## config.mk

```make
export PLATFORM = sky130hd
export DESIGN_NAME = udr_cmpsub
export DESIGN_NICKNAME = d
export VERILOG_FILES = /design/src/hw/rtl/udr_pkg.sv /design/src/hw/rtl/udr_cmpsub.sv
export SDC_FILE = /design/constraint.sdc
export NUM_CORES = 1
export LEC_CHECK = 0
export BUFFER_PORTS_ARGS = -buffer_cell sky130_fd_sc_hd__buf_2
export CAP_MARGIN = 5
export CORE_UTILIZATION = 45
export DETAILED_ROUTE_END_ITERATION = 10
export PLACE_DENSITY = 0.81
export SYNTH_ARGS = -nofsm -noshare
export SYNTH_HDL_FRONTEND = slang
export SYNTH_SLANG_ARGS = --single-unit
```

## constraint.sdc

```tcl
create_clock -name vclk -period 2.5
set_input_delay 0 -clock vclk [all_inputs]
set_output_delay 0 -clock vclk [all_outputs]
set_load 0.01 [all_outputs]
```

## src/hw/rtl/udr_pkg.sv

```systemverilog
package udr_pkg;

  localparam int unsigned CfgWidth = 31;
  localparam int unsigned DataWidth = 32;
  localparam int unsigned StepWidth = 66;
  localparam int unsigned CapBits = 59;

  localparam logic [31:0] RPM_K = 32'd2563369783;
  localparam int unsigned RpmShift = 29;

  typedef enum logic [1:0] {
    REG_TRACK_WIDTH  = 2'd0,
    REG_WHEEL_RADIUS = 2'd1,
    REG_MAX_RPM      = 2'd2
  } reg_index_t;

  typedef struct packed {
    logic                 ge;
    logic [StepWidth-1:0] diff;
  } cmp_result_t;

endpackage

```

## src/hw/rtl/udr_cmpsub.sv

```systemverilog
module udr_cmpsub (
  input  logic [udr_pkg::StepWidth-1:0] a,
  input  logic [udr_pkg::StepWidth-1:0] b,
  output udr_pkg::cmp_result_t          result
);
  import udr_pkg::*;

  always_comb begin
    result.ge   = (a >= b);
    result.diff = a - b;
  end

endmodule

```

Yosys cells after proc, flatten, opt, wreduce, memory -nomap -nowiden. Cells that the tools add are included.

Input bits: 132. Output and inout port bits: 67. Register bits: 0. Word-level logic and storage cells: 2.

Add/subtract/negate cells: 1. Order comparisons: 1.

Operators by type and width (number): $ge A66 B66 Y1 (1); $sub A66 B66 Y66 (1).

Depth between registers and ports, before layout. Gate-level depths: netlist of run 1.

Depth after elaboration: 1. Depth in mapped cells: 13.

Worst setup path after synthesis of run 1. Ideal clock, no wire load.

Kind: in2out. From: in a[0] (netlist bit). To: out result[64] (netlist bit). Path buffers: 0. Path slack: 0.118 ns. Arrival: 2.382 ns. Cell stages on the path: 13. Cells stage by stage: inv_1 -> ha_1 -> inv_1 -> fa_1 -> a21o_1 -> a221o_2 -> a21oi_2 -> a221o_1 -> and4_4 -> o21ba_2 -> o21ai_1 -> a21oi_1 -> xnor2_1.

RTL lines: start: declaration (line udr_cmpsub.sv:2) `input logic [udr_pkg::StepWidth-1:0] a,`; end: declaration (line udr_cmpsub.sv:4) `output udr_pkg::cmp_result_t result`.

==> results.md, run 1 <==
- The flow ran to the end, but the final reports show violations.
- The checks that failed: setup timing.
- The post-synthesis net count is 853.
- From bottom edge to top edge, the die measures 99.3 um.
- After synthesis, the cell types taking the most area are ha_1 (19%), a21oi_1 (9.0%), inv_1 (6.9%).
- The worst hold path class is in2out.
- Port buffering added 199 buffers.
- The count of filler cells inserted in the layout is 755.
- The mean instance size in the synthesized netlist is 6.52 um^2.
- The initial cell density of the core is 46.3%.
- Measured on the finished design, the core utilization comes to 71.9%.
- The total area inside the core boundary comes to 9200 um^2.
- Prior to clock tree synthesis, the placed netlist has a worst setup slack of -0.357 ns.
- The number of core rows is 35.
- Across the whole layout, storage elements account for 0 um^2.
- The detailed-route DRC error count is 0.
- The unique cell type count in the Yosys netlist is 66.
- Walking the worst path, the cells encountered are buf_6 -> inv_4 -> ha_4 -> inv_2 -> fa_2 -> a21o_1 -> a221o_2 -> a211oi_4 -> o21ai_2 -> nand4_1 -> a2111oi_2 -> o22a_1 -> a31oi_2 -> xnor2_1 -> buf_2.
- Summed over all nets, the half-perimeter wirelength after detailed placement is 12,800 um.
- For this design, the slowest cell found on the critical path is a221o_2.
- During I/O placement, the number of pins put on the boundary was 199.
- Derived from the worst setup path, the maximum achievable clock frequency is 388 MHz.
- The final max-slew violation count is 0.
- The violation count after the first detailed-routing iteration is 246.
- The count of final hold-check violations is 0.
- The final wirelength is 15,600 um.
- Before antenna repair, the detailed router went through 5 iterations.
- The leakage power figure is 3.50 nW.
- The total of max-cap violations is 0.
- In this run the worst path has a maximum fanout of 3.
- The proportion of layout cells with a drive suffix above 1 is 41.3%.
- 0 antenna diodes ended up in the layout.
- The wire length of the first global-routing pass is 24,400 um.
- After layout, the clock buffer instance count stands at 0.
- The number of global-route vias before repair is 5,627.
- At the worst endpoint, the required time is 2.50 ns.
- The total power per unit cell area is 309 nW/um^2.
- For the finished layout, the period the worst path requires is 2.58 ns.
- The remaining antenna violation count after routing is 0.
- After the flow finishes, the layout carries non-filler instances totaling 1,054.
- For the pin with the worst max-slew slack, the measured transition is 0.527 ns.
- Detailed routing placed a total of 1030 um of wire on met3.
- Counting both buffers and inverters, the worst setup path holds a total of 4.
- The detailed router placed 5,982 vias in this run.
- Summing every instance area after synthesis gives 4260 um^2.
- After detailed routing, the number of vias per cell comes to 5.68.
- After clock tree synthesis, the flow added hold-fix buffers numbering 0.
- In the global route stage, overall resource usage came out at 29.3%.
- The number of nets in the finished design is 1,144.
- The area added between synthesis and finish is 55.1%.
- The initial antenna violation count is 0.
- The nature of the critical path endpoint is an output pin.
- The number of cells after detailed placement is 1,043.
- The final RePlAce weighted congestion is 0.974.
- Across all setup checks in the final design, the least slack found is -0.0806 ns.
- The share of the Yosys chip area taken by registers is 0%.
- Yosys printed 0 warnings.
- The worst supply voltage drop on vdd is 0.000193 V.
- In the synthesized netlist, the number of instances is 654.
- The total congestion overflow is 0.
- The routed length on met1 is 6380 um.
- After synthesis, the largest area contributor takes up 19.4% of total cell area.
- The family of cells with the greatest summed delay on the critical path is compound AO/OA/AOI/OAI gates.
- The most frequent standard cell in the layout excluding fill and tap cells is buf_2.
- Headroom to the max-slew limit came out at 64.6%.
- The highest metal layer carrying signal wires in the routed design is met4.
- The die footprint is 9860 um^2.
- ha_1 takes more of the synthesized area than any other cell.
- The worst setup path is launched from a primary input.
- By startpoint and endpoint, the worst setup path is classified as in2out.
- Setup repair after global routing could not meet its margin everywhere.
- The data arrival time of the critical path is 2.58 ns.
- The multi-input combinational cells in the finished layout cover a total of 4290 um^2.
- The top cell types in the final layout, fill and taps aside, are buf_2 (197), buf_4 (108), inv_1 (76), a21oi_1 (69), nand2_1 (59).
- The worst path uses 103% of the clock period.
- The met2 layer wire length in the routed design is 7720 um.
- The chip width is 99.3 um.
- The detail-routed net length per standard cell is 14.8 um.
- The total of endpoints with negative setup slack in the final report is 7.
- For this run, the slowest stage of the critical path takes 0.39 ns.
- In the finished design the tool counted flip-flops and latches totalling 0.
- Entering global routing, the biggest net connects 9 pins.
==> cell usage after synthesis (6+ instances only) <==
library cell / count
nand3_1: 15
xor2_1: 29
or3_1: 6
inv_1: 78
nand2b_1: 8
xnor2_1: 33
nand2_1: 60
nand4_1: 22
o21a_1: 7
clkbuf_1: 10
nor4_1: 6
o21ai_0: 36
o21bai_1: 10
nor2_1: 44
ha_1: 66
a211oi_1: 7
and3_1: 6
nor3_1: 14
a21oi_1: 77
buf_2: 11
a21o_1: 30
==> worst min-delay path, stage by stage <==
cell   delay (ns)
buf_6        0.08
ha_4         0.13
inv_1        0.03
buf_2        0.12
==> per-layer routing <==
| layer | track usage, % | vias to the layer above |
|---|---|---|
| met3 | 2.81 | 54 |
| met2 | 56.3 | 295 |
| li1 | - | 2932 |
| met1 | 34.7 | 2701 |
| met4 | 7.01 | 0 |
| met5 | 0 | - |
==> stage by stage <==
stage	power [mW]	cell area [um^2]	hold WS, ns	TNS [ns]
detailed placement	1.82	6060	0.394	-4.04
global placement	1.81	6060	0.386	-2.79
floorplan	1.07	4260	0.172	0
finish	2.04	6610	0.359	-0.345
global route	2.21	6610	0.369	-2.39
CTS	1.92	6340	0.359	-0.301
==> final cells by class <==
type / count / area share (%)
multi-input cells: 552 / 64.9
repair buffers: 313 / 28.5
inverters: 78 / 4.47
well taps: 111 / 2.10
==> path summary, 6_finish.rpt <==
| kind | cells after the start | to | startpoint |
|---|---|---|---|
| worst max-delay path | 15 | result[62] | a[0] |
| worst min-delay path | 4 | result[0] | b[0] |
==> logic make-up after synthesis <==
kind of cell	after synthesis	synth area share [%]
AOI/OAI and AO/OA	229	35.7
and+or+nand+nor	194	22.3
buffers and inverters	102	9.40
adders and majority gates	67	19.8
xor gates and xnor gates	62	12.7
==> report_power, final <==
part           internal, mW  leakage, nW  switching (mW)
clock network             0            0               0
logic                 0.970         3.50            1.07
registers                 0            0               0
==> what timing repair did <==
| action | CTS | global route |
|---|---|---|
| setup buffers | 3 | 9 |
| resized for setup | 47 | 40 |
| pin swaps | 34 | 32 |
| gates cloned | 0 | 0 |
| endpoints found under the setup margin | 30 | 34 |
Power figures use the tool's default switching activity.
==> run 2, diff against run 1 <==
- SETUP_SLACK_MARGIN: unset -> 0.15
==> run 2 against run 1 <==
The run still ends with setup timing left. Die area is the same. Hold slack gained 0.038 ns. Non-clock buffer count grew 37. Critical path depth shrank 2. Flip-flop and latch count is the same. First-iteration DRC count grew 28%. Combinational power grew 12%. Fmax shrank 0.70%. Setup slack lost 0.018 ns. Global-route usage grew 2.0 points.
==> results.md, run 2 (synthesis gave the netlist of run 1 again) <==
- Prior to clock tree synthesis, the placed netlist has a worst setup slack of -0.198 ns.
- The multi-input combinational cells in the finished layout cover a total of 4630 um^2.
- In the finished design the tool counted flip-flops and latches totalling 0.
- The total of max-cap violations is 0.
- Registers take 0 um^2.
- For this design, the CTS-stage hold fixing added 0 buffers.
- Setup violations remaining at the end of the flow were counted as 11.
- Of all nets on the critical path, the largest fanout is 7.
- For this run, the detailed router's first-pass iteration total came to 5.
- For the final routed database, the setup TNS stands at -0.536 ns.
- After filler insertion, the fill cell instance count of the layout stands at 615.
- The destination of the worst hold path is result[0].
- Leaving out fill and tap cells, the most frequent cells in the layout are buf_2 (195), buf_4 (135), inv_1 (74), a21oi_1 (60), nand2_1 (58).
- The startpoint-to-endpoint class of the critical path is in2out.
- Pin placement for this block handled 199 I/O pins.
- The global-route usage over all layers is 31.4%.
- The area of the core is 9200 um^2.
- The initial antenna violation count was 0.
- The most frequent standard cell in the layout excluding fill and tap cells is buf_2.
- Based on the critical path, the design can be clocked at up to 385 MHz.
- The first global-routing pass estimated 26,100 um of wire.
- The violation count after the first detailed-routing iteration is 315.
- The final reports fail on setup timing.
- The total power per unit cell area is 315 nW/um^2.
- Relative to the synthesized area, the layout overhead comes to 70.9%.
- Once detail routing completed, the nets flagged for antenna violations numbered 0.
- The number of core rows is 35.
- For the worst setup path, the data required time is 2.50 ns.
- In this run, placement finished with an instance count of 1,064.
- The detailed-route DRC error count is 0.
- The final layout contains routed wiring with a total length of 17,400 um.
- The number of input and output port buffers inserted is 199.
- The chip width is 99.3 um.
- Headroom to the max-slew limit came out at 70.7%.
- The final RePlAce weighted congestion is 0.951.
- The count of inserted antenna diode cells is 0.
- The nature of the critical path endpoint is an output pin.
- The data arrival time of the critical path is 2.60 ns.
- The smallest setup slack after layout is -0.0989 ns.
- The kind of launch point of the worst setup path is a primary input.
- Setup repair after global routing could not meet its margin everywhere.
- Summing all placed instances gives a cell area of 6240 um^2.
- The number of global-route vias before repair is 5,866.
- The slew at the pin closest to its max-slew limit is 0.434 ns.
- After global routing the overflow that remains totals 0.
- The final max-slew violation count is 0.
- The proportion of layout cells with a drive suffix above 1 is 48.1%.
- Leaving out filler cells and counting taps, the final layout contains 1,091.
- The worst path uses 104% of the clock period.
- The layout clock buffer count is 0.
- The min-delay analysis places its worst path in the category in2out.
- The flow ran to the end, but the final reports show violations.
- Entering global routing, the biggest net connects 9 pins.
- The via-per-instance ratio is 5.72.
- The worst hold path was traced through 4 stages.
- The launch point of the worst hold path is b[0].
- The minimum period implied by the final worst setup slack is 2.60 ns.
- The worst supply voltage drop on vdd is 0.000183 V.
- The number of nets in the finished design is 1,181.
- From bottom edge to top edge, the die measures 99.3 um.
- Summing all non-filler instances in the final layout gives an area of 7280 um^2.
- The count of final hold-check violations is 0.
- The HPWL reported at the end of detailed placement is 13,000 um.
- The die footprint is 9860 um^2.
- The via count is 6,241.
- The initial cell density of the core is 46.3%.
- The leakage power figure is 3.76 nW.
- After detailed routing, the average wire length per cell comes to 15.9 um.
-- run 2: layout make-up --
class / count / share of cell area (%)
tap: 111 / 1.91
multi-input combinational: 552 / 63.6
inverter: 78 / 4.09
timing repair buffer: 350 / 30.5
-- run 2: worst max-delay path by stage --
stage           from         end  slack, ns  cells after the start
3_5_place_dp    a[0]  result[62]      -0.20                     15
5_1_grt        b[27]  result[62]      -0.20                     14
4_1_cts         a[0]  result[62]      -0.05                     15
3_3_place_gp    a[0]  result[62]      -0.17                     15
6_report       a[31]  result[62]       -0.1                     13
2_1_floorplan   a[0]  result[60]       0.19                     13
-- run 2: timing repair --
item | 4_1_cts | 5_1_grt
pin swaps | 37 | 41
endpoints found under the setup margin | 37 | 41
buffers inserted | 19 | 8
resized for setup | 95 | 59
-- run 2: worst max-delay path: stages --
cell and delay, ns:
buf_2 0.10, ha_1 0.33, buf_4 0.18, a21oi_1 0.22, o21ai_0 0.12, a31oi_1 0.20
nand3_1 0.19, a211oi_2 0.36, a2111oi_2 0.13, o22a_1 0.24, a31oi_2 0.21, xnor2_1 0.15
buf_2 0.16
-- run 2: metal layers --
layer  GRT usage (%)  up-vias  share of wire [%]  wire length (um)
met5               0        -                  0                 0
met4            8.94        0                3.1               531
met3            2.88       54                6.7              1170
met2            61.3      319                 51              8920
met1            35.8     2872                 39              6750
li1                -     2996                  -                 -
-- run 2: power by group --
part / switching [mW] / total, mW / internal (mW) / leakage (nW)
Combinational: 1.18 / 2.29 / 1.11 / 3.76
Sequential: 0 / 0 / 0 / 0
Clock: 0 / 0 / 0 / 0
-- run 2: through the flow --
stage / power, mW / hold WS [ns] / utilization [%]
CTS: 2.10 / 0.399 / 75.4
global route: 2.46 / 0.410 / 79.2
global placement: 1.86 / 0.363 / 67.8
finish: 2.29 / 0.398 / 79.2
detailed placement: 1.88 / 0.395 / 67.8
floorplan: 1.07 / 0.172 / -
